--- src/hdl/pcxrt_pkg.sv ---
package pcxrt_pkg;

    localparam int DEF_MAX_TILE_COLUMNS = 128;
    localparam int DEF_MAX_BANDS        = 128;

    localparam logic [7:0] RUN_MARK = 8'hc0;
    localparam logic [7:0] RUN_MASK = 8'h3f;

    localparam logic [7:0] WIDTH_TILES_RST  = 8'd32;
    localparam logic [7:0] HEIGHT_BANDS_RST = 8'd24;

    localparam int CFG_IDX_W = 2;
    localparam logic [CFG_IDX_W-1:0] CFG_WIDTH_TILES  = 2'd0;
    localparam logic [CFG_IDX_W-1:0] CFG_HEIGHT_BANDS = 2'd1;

    localparam logic [3:0] GROUP_PIXELS = 4'd8;

    typedef enum logic {
        ST_IDLE,
        ST_RUN
    } state_t;

    typedef logic [3:0][7:0] plane_word_t;

    typedef struct packed {
        logic [6:0]  tile_column;
        logic [2:0]  row_in_tile;
        logic [6:0]  band_index;
        logic [11:0] offset_in_band;
        logic        done;
        logic        done_adv;
    } tile_pos_t;

endpackage

--- src/hdl/pcxrt_planes.sv ---
module pcxrt_planes import pcxrt_pkg::*; (
    input  logic        aclk,
    input  logic        shift_en,
    input  logic [3:0]  shift_count,
    input  logic [3:0]  pixel,
    output plane_word_t planes_next
);

    plane_word_t planes_reg;
    logic [8:0]  fill_mask;

    assign fill_mask = (9'd1 << shift_count) - 9'd1;

    // shift in up to eight copies of the pixel, leftmost pixel ends in bit 7
    always_comb begin
        for (int p = 0; p < 4; p++) begin
            if (shift_en) begin
                planes_next[p] = (planes_reg[p] << shift_count)
                               | (pixel[p] ? fill_mask[7:0] : 8'h00);
            end else begin
                planes_next[p] = planes_reg[p];
            end
        end
    end

    always_ff @(posedge aclk) begin
        planes_reg <= planes_next;
    end

endmodule

--- src/hdl/pcxrt_tilepos.sv ---
module pcxrt_tilepos import pcxrt_pkg::*; #(
    parameter int COL_W  = 8,
    parameter int BAND_W = 8
) (
    input  logic              aclk,
    input  logic              aresetn,
    input  logic              advance,
    input  logic [COL_W-1:0]  eff_width,
    input  logic [BAND_W-1:0] eff_height,
    output tile_pos_t         pos
);

    logic [COL_W-1:0]  col_reg, col_next;
    logic [2:0]        scan_reg, scan_next;
    logic [BAND_W-1:0] band_reg, band_next;
    logic              line_end;
    logic              band_step;
    logic [BAND_W-1:0] band_after;

    assign line_end   = ({1'b0, col_reg} + {{COL_W{1'b0}}, 1'b1}) >= {1'b0, eff_width};
    assign band_step  = line_end && (scan_reg == 3'd7);
    assign band_after = band_reg + {{(BAND_W-1){1'b0}}, band_step};

    assign pos.tile_column    = col_reg[6:0];
    assign pos.row_in_tile    = scan_reg;
    assign pos.band_index     = band_reg[6:0];
    assign pos.offset_in_band = {col_reg[6:0], scan_reg, 2'b00};
    assign pos.done           = band_reg >= eff_height;
    assign pos.done_adv       = band_after >= eff_height;

    always_comb begin
        col_next  = col_reg;
        scan_next = scan_reg;
        band_next = band_reg;
        if (advance) begin
            if (line_end) begin
                col_next  = '0;
                scan_next = scan_reg + 3'd1;
                band_next = band_after;
            end else begin
                col_next = col_reg + {{(COL_W-1){1'b0}}, 1'b1};
            end
        end
    end

    always_ff @(posedge aclk) begin
        if (!aresetn) begin
            col_reg  <= '0;
            scan_reg <= '0;
            band_reg <= '0;
        end else begin
            col_reg  <= col_next;
            scan_reg <= scan_next;
            band_reg <= band_next;
        end
    end

endmodule

--- src/hdl/pcx_rle_to_planar_tiles.sv ---
// PCX run-length decoder to 4bpp planar 8x8 tiles. Each data byte is one word on
// the s_ channel; each completed group of eight pixels leaves as one m_ word with
// its four plane bytes and tile position, m_last marking the final word of that
// input byte. A marker byte or an ignored byte is accepted alone; a pixel byte or a
// run is accepted and then fills the plane shift registers, which take up to eight
// pixels a cycle unless a completed group waits, and no new byte is taken until the
// run is through. A fill that completes a group waits while the output register
// still holds a word not taken. Once height_bands bands are complete all bytes
// are taken and dropped. No clearing pass follows reset.
module pcx_rle_to_planar_tiles import pcxrt_pkg::*; #(
    parameter int MAX_TILE_COLUMNS = DEF_MAX_TILE_COLUMNS,
    parameter int MAX_BANDS        = DEF_MAX_BANDS
) (
    input  logic                 aclk,
    input  logic                 aresetn,
    input  logic                 cfg_we,
    input  logic [CFG_IDX_W-1:0] cfg_index,
    input  logic [7:0]           cfg_wdata,
    input  logic                 s_valid,
    output logic                 s_ready,
    input  logic [7:0]           s_data_byte,
    output logic                 m_valid,
    input  logic                 m_ready,
    output logic [7:0]           m_plane0,
    output logic [7:0]           m_plane1,
    output logic [7:0]           m_plane2,
    output logic [7:0]           m_plane3,
    output logic [6:0]           m_tile_column,
    output logic [2:0]           m_row_in_tile,
    output logic [6:0]           m_band_index,
    output logic [11:0]          m_offset_in_band,
    output logic                 m_last
);

    localparam int COL_W  = ($clog2(MAX_TILE_COLUMNS + 1) > 8) ?
                            $clog2(MAX_TILE_COLUMNS + 1) : 8;
    localparam int BAND_W = ($clog2(MAX_BANDS + 1) > 8) ? $clog2(MAX_BANDS + 1) : 8;

    logic [7:0]  width_tiles_reg;
    logic [7:0]  height_bands_reg;
    state_t      state_reg, state_next;
    logic        run_pending_reg, run_pending_next;
    logic [5:0]  pending_count_reg, pending_count_next;
    logic [5:0]  remain_reg, remain_next;
    logic [3:0]  pixel_reg, pixel_next;
    logic [2:0]  pidx_reg, pidx_next;

    logic        m_valid_reg, m_valid_next;
    plane_word_t m_planes_reg;
    logic [6:0]  m_tile_column_reg;
    logic [2:0]  m_row_in_tile_reg;
    logic [6:0]  m_band_index_reg;
    logic [11:0] m_offset_in_band_reg;
    logic        m_last_reg;

    logic [COL_W-1:0]  width_ext;
    logic [COL_W-1:0]  eff_width;
    logic [BAND_W-1:0] height_ext;
    logic [BAND_W-1:0] eff_height;

    logic [3:0]  space;
    logic [3:0]  chunk;
    logic [5:0]  remain_after;
    logic        group_full;
    logic        out_free;
    logic        step;
    logic        emit;
    logic        last_flag;
    logic        finish;
    logic        accept;

    tile_pos_t   pos;
    plane_word_t planes_next;

    assign width_ext  = COL_W'(width_tiles_reg);
    assign height_ext = BAND_W'(height_bands_reg);
    assign eff_width  = (width_ext == '0) ? COL_W'(1) :
                        (width_ext > COL_W'(MAX_TILE_COLUMNS)) ?
                        COL_W'(MAX_TILE_COLUMNS) : width_ext;
    assign eff_height = (height_ext > BAND_W'(MAX_BANDS)) ? BAND_W'(MAX_BANDS) : height_ext;

    always_ff @(posedge aclk) begin
        if (!aresetn) begin
            width_tiles_reg  <= WIDTH_TILES_RST;
            height_bands_reg <= HEIGHT_BANDS_RST;
        end else if (cfg_we) begin
            case (cfg_index)
                CFG_WIDTH_TILES:  width_tiles_reg  <= cfg_wdata;
                CFG_HEIGHT_BANDS: height_bands_reg <= cfg_wdata;
                default: ;
            endcase
        end
    end

    assign space        = GROUP_PIXELS - {1'b0, pidx_reg};
    assign chunk        = (remain_reg < {2'b00, space}) ? remain_reg[3:0] : space;
    assign remain_after = remain_reg - {2'b00, chunk};
    assign group_full   = (chunk == space);
    assign out_free     = !m_valid_reg || m_ready;
    assign step         = (state_reg == ST_RUN) && (!group_full || out_free);
    assign emit         = step && group_full;
    assign last_flag    = (remain_after < 6'd8) || pos.done_adv;
    assign finish       = step && ((remain_after == '0) || (group_full && pos.done_adv));
    assign s_ready      = (state_reg == ST_IDLE);
    assign accept       = s_valid && s_ready;

    always_comb begin
        state_next         = state_reg;
        run_pending_next   = run_pending_reg;
        pending_count_next = pending_count_reg;
        remain_next        = remain_reg;
        pixel_next         = pixel_reg;
        pidx_next          = pidx_reg;
        m_valid_next       = m_valid_reg && !m_ready;
        case (state_reg)
            ST_IDLE: begin
                if (accept && !pos.done) begin
                    if (run_pending_reg) begin
                        run_pending_next = 1'b0;
                        remain_next      = pending_count_reg;
                        pixel_next       = s_data_byte[3:0];
                        if (pending_count_reg != '0) begin
                            state_next = ST_RUN;
                        end
                    end else if ((s_data_byte & RUN_MARK) == RUN_MARK) begin
                        run_pending_next   = 1'b1;
                        pending_count_next = s_data_byte[5:0] & RUN_MASK[5:0];
                    end else begin
                        remain_next = 6'd1;
                        pixel_next  = s_data_byte[3:0];
                        state_next  = ST_RUN;
                    end
                end
            end
            ST_RUN: begin
                if (step) begin
                    remain_next = remain_after;
                    pidx_next   = group_full ? 3'd0 : pidx_reg + chunk[2:0];
                    if (finish) begin
                        state_next = ST_IDLE;
                    end
                end
                if (emit) begin
                    m_valid_next = 1'b1;
                end
            end
            default: state_next = ST_IDLE;
        endcase
    end

    always_ff @(posedge aclk) begin
        if (!aresetn) begin
            state_reg         <= ST_IDLE;
            run_pending_reg   <= 1'b0;
            pending_count_reg <= '0;
            remain_reg        <= '0;
            pidx_reg          <= '0;
            m_valid_reg       <= 1'b0;
        end else begin
            state_reg         <= state_next;
            run_pending_reg   <= run_pending_next;
            pending_count_reg <= pending_count_next;
            remain_reg        <= remain_next;
            pidx_reg          <= pidx_next;
            m_valid_reg       <= m_valid_next;
        end
    end

    always_ff @(posedge aclk) begin
        pixel_reg <= pixel_next;
        if (emit) begin
            m_planes_reg         <= planes_next;
            m_tile_column_reg    <= pos.tile_column;
            m_row_in_tile_reg    <= pos.row_in_tile;
            m_band_index_reg     <= pos.band_index;
            m_offset_in_band_reg <= pos.offset_in_band;
            m_last_reg           <= last_flag;
        end
    end

    pcxrt_planes u_planes (
        .aclk        (aclk),
        .shift_en    (step),
        .shift_count (chunk),
        .pixel       (pixel_reg),
        .planes_next (planes_next)
    );

    pcxrt_tilepos #(
        .COL_W  (COL_W),
        .BAND_W (BAND_W)
    ) u_tilepos (
        .aclk       (aclk),
        .aresetn    (aresetn),
        .advance    (emit),
        .eff_width  (eff_width),
        .eff_height (eff_height),
        .pos        (pos)
    );

    assign m_valid          = m_valid_reg;
    assign m_plane0         = m_planes_reg[0];
    assign m_plane1         = m_planes_reg[1];
    assign m_plane2         = m_planes_reg[2];
    assign m_plane3         = m_planes_reg[3];
    assign m_tile_column    = m_tile_column_reg;
    assign m_row_in_tile    = m_row_in_tile_reg;
    assign m_band_index     = m_band_index_reg;
    assign m_offset_in_band = m_offset_in_band_reg;
    assign m_last           = m_last_reg;

endmodule

--- config.mk ---
export PLATFORM = sky130hd
export DESIGN_NAME = pcx_rle_to_planar_tiles
export DESIGN_NICKNAME = d
export VERILOG_FILES = /design/src/hdl/pcxrt_pkg.sv /design/src/hdl/pcxrt_planes.sv /design/src/hdl/pcxrt_tilepos.sv /design/src/hdl/pcx_rle_to_planar_tiles.sv
export SDC_FILE = /design/constraint.sdc
export NUM_CORES = 1
export LEC_CHECK = 0
export BUFFER_PORTS_ARGS = -buffer_cell sky130_fd_sc_hd__buf_4
export CORE_ASPECT_RATIO = 1.25
export CORE_MARGIN = 3
export CORE_UTILIZATION = 50
export CTS_CLUSTER_SIZE = 8
export DETAILED_ROUTE_END_ITERATION = 6
export PLACE_DENSITY = 0.82
export SLEW_MARGIN = 40
export SYNTH_ARGS = -nofsm -noshare
export SYNTH_HDL_FRONTEND = slang
export SYNTH_SLANG_ARGS = --single-unit
--- constraint.sdc ---
create_clock -name aclk -period 4.9 [get_ports aclk]
set_clock_uncertainty 0.05 [all_clocks]
set_input_delay 0.735 -clock aclk [delete_from_list [all_inputs] [get_ports aclk]]
set_output_delay 0.735 -clock aclk [all_outputs]
set_load 0.05 [all_outputs]
[Yosys cells after proc, flatten, opt, wreduce, memory -nomap -nowiden]
Index checks and enable logic that the tools add are counted.
Word-level totals
  output and inout bits: 64
  input bits: 23
  bits in registers: 149
  word-level logic and storage cells: 119
Cells by class
  reductions and logical operators: 28
  magnitude comparators: 7
  equality and inequality tests: 8
  shifts and indexed selects: 5
  $add $sub $neg: 8
  mux-type cells: 32
  bitwise operators: 6
Operator list (number)
  two-way mux 8 bit: 12
  bitwise OR 8 bit: 4
  left shift 8 x 4 -> 8 bit: 4
  two-way mux 6 bit: 4
  greater-or-equal comparator 8 bit: 2
  > comparator 8 bit, second input constant: 2
  two-way mux 4 bit: 3
  one-hot mux 6 bit (2 select lines): 1
  two-way mux 1 bit: 10
  AND reduction 2 bit: 5
  adder 8 x 1 -> 9 bit, second input constant: 1
  greater-or-equal comparator 9 x 8 -> 1 bit: 1
  adder 8 x 1 -> 8 bit: 1
  adder 8 x 1 -> 8 bit, second input constant: 1
  logical AND 1 bit: 8
  logical NOT 8 bit: 1
  left shift 1 x 4 -> 8 bit, first input constant: 1
  subtractor 8 x 1 -> 8 bit, second input constant: 1
  logical NOT 6 bit: 1
  < comparator 6 x 4 -> 1 bit: 1
  < comparator 6 x 4 -> 1 bit, second input constant: 1
  AND reduction 3 bit: 2
  nonzero test 6 bit: 1
  subtractor 6 x 4 -> 6 bit: 1
  other kinds (17): 25

[Logic depth before layout (Yosys ltp)]
Gate-level depths: netlist (run 1).
  depth in word-level cells: 13
  depth in mapped cells: 23
  gate-level depth less buffers: 22

[Cells and area by module]
A second synthesis (run 1) with hierarchy kept.
Second synthesis, totals
  cells, all modules: 814
  area, all modules: 8299.2 um^2
By module, submodules not included
  pcx_rle_to_planar_tiles: instances 1, area each 4057.6 um^2, seq. area each 2662.6 um^2, cells an instance 306
  pcxrt_planes: instances 1, area each 2177.1 um^2, seq. area each 640.6 um^2, cells an instance 253
  pcxrt_tilepos: instances 1, area each 2064.5 um^2, seq. area each 380.4 um^2, cells an instance 255

[Worst setup path before layout (run 1)]
OpenSTA, ideal clock, no wires.
  path kind: register to register
  start point: register pidx_reg[0]
  end point: register u_tilepos.band_reg[5]
  data required time: 4.735 ns
  stages on the path, launching flop included: 21
  library setup time: 0.115 ns
  path slack: 0.043 ns
  path buffers: 4
  arrival: 4.692 ns
  clock period less this slack: 4.857 ns
  path through: dfxtp_1 buf_4 inv_1 ha_1 xnor2_1 inv_1 ha_1 a21oi_1 a211o_1 and3b_1 buf_6 buf_2 ha_1 nor4_1 a21oi_2 nand3b_4 inv_2 buf_2 o211ai_1 xnor2_1 and2_1
Between the ends
  word-level cells in the longest chain between the ends: 9
Ends and longest elaborated chain
  start, declared: line pcx_rle_to_planar_tiles.sv:46  | logic [2:0] pidx_reg, pidx_next;
  start signal, assigned: line pcx_rle_to_planar_tiles.sv:164  | pidx_reg <= pidx_next;
  subtractor 4 x 3 -> 4 bit (*): line pcx_rle_to_planar_tiles.sv:95  | assign space = GROUP_PIXELS - {1'b0, pidx_reg};
  < comparator 6 x 4 -> 1 bit: line pcx_rle_to_planar_tiles.sv:96  | assign chunk = (remain_reg < {2'b00, space}) ? remain_reg[3:0] : space;
  two-way mux 4 bit: line pcx_rle_to_planar_tiles.sv:96
  == test 4 bit (*): line pcx_rle_to_planar_tiles.sv:98  | assign group_full = (chunk == space);
  logical NOT 1 bit: line pcx_rle_to_planar_tiles.sv:100  | assign step = (state_reg == ST_RUN) && (!group_full || out_free);
  logical OR 1 bit: line pcx_rle_to_planar_tiles.sv:100
  logical AND 1 bit: line pcx_rle_to_planar_tiles.sv:100
  logical AND 1 bit (*): line pcx_rle_to_planar_tiles.sv:101  | assign emit = step && group_full;
  via emit: line pcx_rle_to_planar_tiles.sv:67  | logic emit;
  AND reduction 2 bit (no line) (*)
  end signal, assigned: line pcxrt_tilepos.sv:54  | band_reg <= band_next;
  end, declared: line pcxrt_tilepos.sv:15  | logic [BAND_W-1:0] band_reg, band_next;
The timed path passes the listed nets; every way through them passes the cells marked *.
A chain may end at the register's enable or synchronous reset.

[Worst setup path in the final report (run 1)]
  start point: register u_tilepos.col_reg[0]
  end point: register state_reg
Between the ends
  word-level cells in the longest chain between the ends: 11
Ends and longest elaborated chain
  start, declared: line pcxrt_tilepos.sv:13  | logic [COL_W-1:0] col_reg, col_next;
  start signal, assigned: line pcxrt_tilepos.sv:52  | col_reg <= col_next;
  adder 8 x 1 -> 9 bit: line pcxrt_tilepos.sv:20  | assign line_end = ({1'b0, col_reg} + {{COL_W{1'b0}}, 1'b1}) >= {1'b0, eff_width};
  greater-or-equal comparator 9 x 8 -> 1 bit: line pcxrt_tilepos.sv:20
  logical AND 1 bit: line pcxrt_tilepos.sv:21  | assign band_step = line_end && (scan_reg == 3'd7);
  adder 8 x 1 -> 8 bit: line pcxrt_tilepos.sv:22  | assign band_after = band_reg + {{(BAND_W-1){1'b0}}, band_step};
  via u_tilepos.band_after[5]: line pcxrt_tilepos.sv:18  | logic [BAND_W-1:0] band_after;
  greater-or-equal comparator 8 bit: line pcxrt_tilepos.sv:29  | assign pos.done_adv = band_after >= eff_height;
  logical AND 1 bit: line pcx_rle_to_planar_tiles.sv:103  | assign finish = step && ((remain_after == '0) || (group_full && pos.done_adv));
  logical OR 1 bit: line pcx_rle_to_planar_tiles.sv:103
  logical AND 1 bit: line pcx_rle_to_planar_tiles.sv:103
  two-way mux 1 bit: line pcx_rle_to_planar_tiles.sv:139  | if (finish) begin
  two-way mux 1 bit: line pcx_rle_to_planar_tiles.sv:136  | if (step) begin
  one-hot mux 1 bit (2 select lines): line pcx_rle_to_planar_tiles.sv:115  | case (state_reg)
  end signal, assigned: line pcx_rle_to_planar_tiles.sv:160  | state_reg <= state_next;
  end, declared: line pcx_rle_to_planar_tiles.sv:41  | state_t state_reg, state_next;
The timed path passes the listed nets, and every way through them passes these cells.

==> summary.txt, run 1 <==
Run status
  – Status: finished, final reports clean

Synthesis
  – Async S/R FF share, synth: 0%
  – Synth area leader: dfxtp_1
  – Most common cell in the netlist: dfxtp_1
  – Post-synth top cells: dfxtp_1, nand2_1, mux2i_1, edfxtp_1, nor2_1
  – Synthesized cell area: ~7400 um2
  – Synth area leaders: dfxtp_1, edfxtp_1, mux2i_1, ha_1, nand2_1
  – Syn. warnings: 0
  – Seq/Total Area, Yosys: 44.7%
  – EDFF count, synth: 54
  – Flops & latches, synth: about 140
  – Synth top area share: a little under a quarter
  – Primary FF master, synth: dfxtp_1
  – Post-synth cell types: approximately 80
  – Syn avg cell area: 10.3 um2
  – Mapped Cells: 718

Die
  – Die Width: around 120 um
  – Die Area: between 15000 and 20000 um2
  – Core area: roughly 14000 um2
  – Die H: approximately 140 um
  – Row Count: 49
  – Initial Utilization: between 50% and 60%
  – Top Ports: between 80 and 90

Critical path
  – Crit end category: flip-flop
  – Critical Path RT: ~5.2 ns
  – CP Class: reg -> reg
  – CP Launch Type: flip-flop
  – Worst EP arrival: about 4.9 ns
  – CP Max Fanout: 6

Global route
  – M1 GR Usage: between 20 and 30%
  – Met2 Track Usage GR: between 30% and 40%
  – Met3 Usage GRT: under 10%
  – Largest net degree at the start of global routing: between 50 and 60
  – Antenna violations before repair: 0
  – Grt total ovfl: 0
  – First-pass GRT wire length: about 29000 um
  – Total track usage: between 20% and 30%
  – Global route hottest layer: met2
  – Vias in the first global route: around 5800

STA
  – Slew Viols, Final: 0
  – Final period util: between 90% and 100%
  – F_max: between 0.2 and 0.25 GHz
  – Slew @ Worst Pin: approximately 0.66 ns
  – RSZ-0062 raised after global routing: false
  – Final setup violation count: 0
  – Final Hold Fails: 0
  – Post-route minimum period: between 4 and 5 ns
  – Relative slew margins: a little under three fifths
  – TNS Setup: 0 ns

Drt
  – Routed Wire Length: ~18000 um
  – Vias/cell: between 5 and 6
  – TritonRoute pass-1 iters: 5
  – Detail Route Antenna Nets: 0
  – WL per Instance: about 18 um
  – Vias: slightly below 6000
  – DRC Markers: 0
  – Drt first-iter violations: about 370

Cells and area
  – Syn-to-layout area delta: 18.0%
  – Final nets: 861
  – Diodes inserted: 0
  – Cell area after layout: 8770 um2
  – Number of flip-flops in the largest register: 32
  – Fraction of layout cells with a size suffix above 1: between 20% and 30%

Clock tree
  – CTS sink cnt: approximately 140
  – Total CTS buffers: 17
  – CTS Hold Bufs: 0
  – CTS max path bufs: 2
  – H-Tree Depth: 4
  – Clk root buf: clkbuf_16
  – Clk_lat worst skew: between 0.4 and 0.5 ns
  – Clock-pin slew on the worst setup and hold paths: 0.06 ns
  – TritonCTS clock tree: done

Flow run
  – Max Cap Violations: 0

Place
  – Detail Placement HPWL: about 13000 um
  – Routability cong.: between 0.9 and 1
  – Post-DP Area: 8190 um2
  – I/O Buffers: 84

Min path
  – Hold Path Class: reg -> reg
## through the flow
stage / setup WS [ns] / std cells / hold WS (ns) / utilization (%)
2_1_floorplan: 0.0433 / 719 / 0.384 / -
3_3_place_gp: 0.399 / 956 / 0.396 / 56.5
5_1_grt: 0.0462 / 988 / 0.421 / 60.6
4_1_cts: 0.216 / 988 / 0.417 / 60.6
6_report: 0.276 / 988 / 0.415 / 60.6
3_5_place_dp: 0.294 / 956 / 0.404 / 56.6
## worst paths after layout
| path | startpoint | to | cells past startpoint | slack (ns) |
|---|---|---|---|---|
| worst min-delay path | u_tilepos.scan_reg[1]$_SDFFE_PN0P_ | m_row_in_tile[1]$_DFFE_PP_ | 0 | 0.42 |
| worst max register to register | u_tilepos.col_reg[0]$_SDFFE_PN0P_ | state_reg$_SDFF_PN0_ | 19 | 0.28 |
| worst min register to register | u_tilepos.scan_reg[1]$_SDFFE_PN0P_ | m_row_in_tile[1]$_DFFE_PP_ | 0 | 0.42 |
| worst max-delay path | u_tilepos.col_reg[0]$_SDFFE_PN0P_ | state_reg$_SDFF_PN0_ | 19 | 0.28 |
## logic make-up after synthesis
| group | count (synthesis) | share of synthesized area (%) |
|---|---|---|
| AO/OA/AOI/OAI | 158 | 16.0 |
| flip-flops | 139 | 44.7 |
| AND/OR/NAND/NOR | 225 | 15.8 |
| multiplexers | 64 | 8.74 |
| other | 1 | 0.0505 |
| XOR/XNOR | 27 | 3.18 |
| adder cells (fa/ha/maj) | 41 | 7.11 |
| buffers and inverters | 63 | 4.40 |
## worst max-delay path, stage by stage (launching register included)
cell and delay [ns]:
dfxtp_2 0.40, ha_1 0.24, and3_1 0.25, xor2_1 0.23, ha_1 0.28, and2_1 0.15, o21ai_0 0.16, o21ai_0 0.13
o41a_1 0.34, nor2_1 0.16, nor2b_1 0.11, ha_1 0.20, and3_1 0.21, and3_1 0.23, xor2_1 0.16, ha_1 0.32
a2111o_1 0.41, o22ai_1 0.23, o22ai_1 0.13, a21oi_1 0.15
## cells in the final DEF (no fill, tap or decap), drive strengths merged, types with 27 or more instances in the layout
cell type  Yosys  layout
dfxtp         85      85
buf           26     102
a21oi         34      34
nor2b         34      34
nand2         69      69
edfxtp        54      54
ha            39      39
mux2i         57      57
nor2          46      46
o21ai         27      27
## per-layer routing
layer,wire length (um),up-vias
met2,9040,200
li1,-,2782
met1,6880,2715
met4,857,0
met3,776,65
met5,0,-
## layout make-up
type / count / area, um2
timing repair buffer: 102 / 769
clock buffer: 19 / 443
fill: 1190 / 5700
sequential: 139 / 3320
multi-input combinational: 517 / 3790
inverter: 20 / 82.6
tap: 178 / 223
clock inverter: 13 / 131
## repair_timing
action | in CTS | in global routing
buffers inserted | 0 | 0
gates resized for setup | 0 | 2
setup endpoints to repair | 0 | 3
Power of run 1 is not shown: default switching activity piles up to over one toggle a cycle in this logic, so the estimate is an artifact.
==> run 2: changes to the inputs <==
--- a/config.mk
+++ b/config.mk
@@ -9,9 +9,10 @@
 export CORE_ASPECT_RATIO = 1.25
 export CORE_MARGIN = 3
 export CORE_UTILIZATION = 50
-export CTS_CLUSTER_SIZE = 8
 export DETAILED_ROUTE_END_ITERATION = 6
+export HOLD_SLACK_MARGIN = 0.08
 export PLACE_DENSITY = 0.82
+export REMOVE_ABC_BUFFERS = 1
 export SLEW_MARGIN = 40
 export SYNTH_ARGS = -nofsm -noshare
 export SYNTH_HDL_FRONTEND = slang
==> summary.txt, run 2 (synthesis gave the netlist of run 1 again) <==
Die
  – Top Ports: 87 (unchanged)
  – Initial Utilization: 51.3% (unchanged)
  – Die Area: 16400 um2 (unchanged)
  – Core area: 14500 um2 (unchanged)
  – Die Width: 115 um (unchanged)
  – Die H: 142 um (unchanged)
  – Row Count: 49 (unchanged)

Cells and area
  – Filler cells: 1231 (+3.4%)
  – Syn-to-layout area delta: 17.9% (about the same)
  – Area of the multi-input gates: 3800 um2 (about the same)
  – Commonest non-fill, non-tap cell in the layout: buf_4
  – Cell area after layout: 8760 um2 (about the same)
  – Number of flip-flops in the largest register: 32 (unchanged)
  – Final nets: 863 (+0.23%)
  – Most frequent cells in the layout: buf_4, dfxtp_1, nand2_1
  – Diodes inserted: 0 (unchanged)
  – Fraction of layout cells with a size suffix above 1: 21.1% (+0.19 points)
  – FF+latch area: 3320 um2 (unchanged)

Drt
  – Detail Route Antenna Nets: 0 (unchanged)
  – Vias: 5769 (+0.12%)
  – Vias/cell: 5.83 (about the same)
  – Drt first-iter violations: 407 (+11%)
  – TritonRoute pass-1 iters: 7 (+2)
  – WL per Instance: 17.8 um (+0.37%)
  – Routed Wire Length: 17700 um (+0.58%)
  – DRC Markers: 0 (unchanged)

Clock tree
  – Post-CTS setup buffer count: 0 (unchanged)
  – Clk root buf: clkbuf_16
  – Clock-pin slew on the worst setup and hold paths: 0.06 ns (about the same)
  – TritonCTS clock tree: done
  – CTS max path bufs: 2 (unchanged)
  – CTS Hold Bufs: 0 (unchanged)
  – Clk_lat worst skew: 0.43 ns (about the same)
  – CTS sink cnt: 139 (unchanged)
  – CTS resizes: 0 (unchanged)
  – Total CTS buffers: 17 (unchanged)
  – H-Tree Depth: 4 (unchanged)

Place
  – I/O Buffers: 84 (unchanged)
  – Post-DP Area: 8210 um2 (+0.28%)
  – Detail Placement HPWL: 12400 um (-1.7%)
  – Routability cong.: 0.921 (-6.8%)

Critical path
  – Critical Path RT: 5.01 ns (-0.20 ns)
  – Worst path max stage delay: 0.49 ns (+0.08 ns)
  – CP max-delay cell: dfxtp_1
  – R2r worst-path depth: 19 (unchanged)
  – Critical R2R Launch: pidx_reg[0]$_SDFFE_PN0P_
  – CP Max Fanout: 10 (+4)
  – Crit path capture: m_plane3[6]$_DFFE_PP_
  – CP Launch Type: flip-flop
  – Worst reg2reg endpoint: m_plane3[6]$_DFFE_PP_
  – Crit end category: flip-flop
  – Worst EP arrival: 4.67 ns (-0.27 ns)
  – Worst-path cell chain: inv_1, ha_1, xnor2_1, inv_1, ha_1, a21oi_1, buf_4, o21ai_0, a311o_4, clkinv_4, nand2_1, nor2_2, inv_2, ha_1, a21oi_1, mux2i_1, a32o_1, a2111oi_0, nor3_1
  – Worst reg2reg setup slack: 0.34 ns (+0.06 ns)
  – Crit path launch: pidx_reg[0]$_SDFFE_PN0P_
  – Most frequent cell on the critical path: ha_1
  – CP Class: reg -> reg

Global route
  – Largest net degree at the start of global routing: 61 (+8.9%)
  – First-pass GRT wire length: 28700 um (+0.15%)
  – Vias in the first global route: 5756 (-0.12%)
  – Total track usage: 22.3% (-0.13 points)
  – Grt total ovfl: 0 (unchanged)
  – Antenna violations before repair: 0 (unchanged)

STA
  – RSZ-0062 raised after global routing: false
  – Relative slew margins: 57.3% (+1.3 points)
  – Final period util: 93.1% (-1.3 points)
  – F_max: 0.219 GHz (+1.4%)
  – Post-route minimum period: 4.56 ns (-0.0632 ns)
  – Slew @ Worst Pin: 0.640 ns (-0.0187 ns)
  – Final Hold Fails: 0 (unchanged)
  – Slew Viols, Final: 0 (unchanged)
  – Final setup violation count: 0 (unchanged)

Flow run
  – Max Cap Violations: 0 (unchanged)

Min path
  – Hold Path Class: reg -> reg

Run status
  – Status: finished, final reports clean
run 2: through the flow:
step	hold WS, ns	TNS [ns]	setup WS, ns	utilization (%)	std cells
finish	0.431	0	0.340	60.5	990
global route	0.435	0	0.000939	60.5	990
CTS	0.430	0	0.213	60.5	990
detailed placement	0.405	0	0.244	56.7	958
global placement	0.401	0	0.299	56.7	958
floorplan	0.384	-11.43	-0.787	-	676
run 2: per-layer routing:
layer  track usage (%)  vias to the layer above  routed length [um]
met3              5.61                       32                1090
met5                 0                        -                   0
li1                  -                     2774                   -
met2              39.2                      180                9350
met1              25.7                     2783                6840
met4              9.02                        0                 380
run 2: area by class of cell:
class                      count  share of cell area, %
timing repair buffer         104                   9.06
multi-input combinational    517                   43.3
inverter                      20                  0.943
clock buffer                  19                   5.06
sequential                   139                   38.0
clock inverter                13                   1.10
tap                          178                   2.54
run 2: how the worst min path moves through the flow:
stage / start / end / slack [ns] / cells past startpoint
floorplan: u_tilepos.scan_reg[1]$_SDFFE_PN0P_ / m_row_in_tile[1]$_DFFE_PP_ / 0.38 / 0
global placement: u_tilepos.scan_reg[1]$_SDFFE_PN0P_ / m_row_in_tile[1]$_DFFE_PP_ / 0.40 / 0
detailed placement: u_tilepos.scan_reg[1]$_SDFFE_PN0P_ / m_row_in_tile[1]$_DFFE_PP_ / 0.41 / 0
CTS: s_data_byte[0] / pixel_reg[0]$_DFFE_PP_ / 0.43 / 1
global route: s_data_byte[3] / pixel_reg[3]$_DFFE_PP_ / 0.43 / 1
finish: u_tilepos.scan_reg[1]$_SDFFE_PN0P_ / m_row_in_tile[1]$_DFFE_PP_ / 0.43 / 0
run 2: critical path: cells and delay by family (launching register included):
kind,cells,cell delay [ns]
AO/OA/AOI/OAI,6,1.65
XOR/XNOR,1,0.36
adder cells (fa/ha/maj),3,0.80
buffers and inverters,5,0.52
flip-flops,1,0.49
multiplexers,1,0.09
AND/OR/NAND/NOR,3,0.32
Power of run 2 is left out for the same reason.
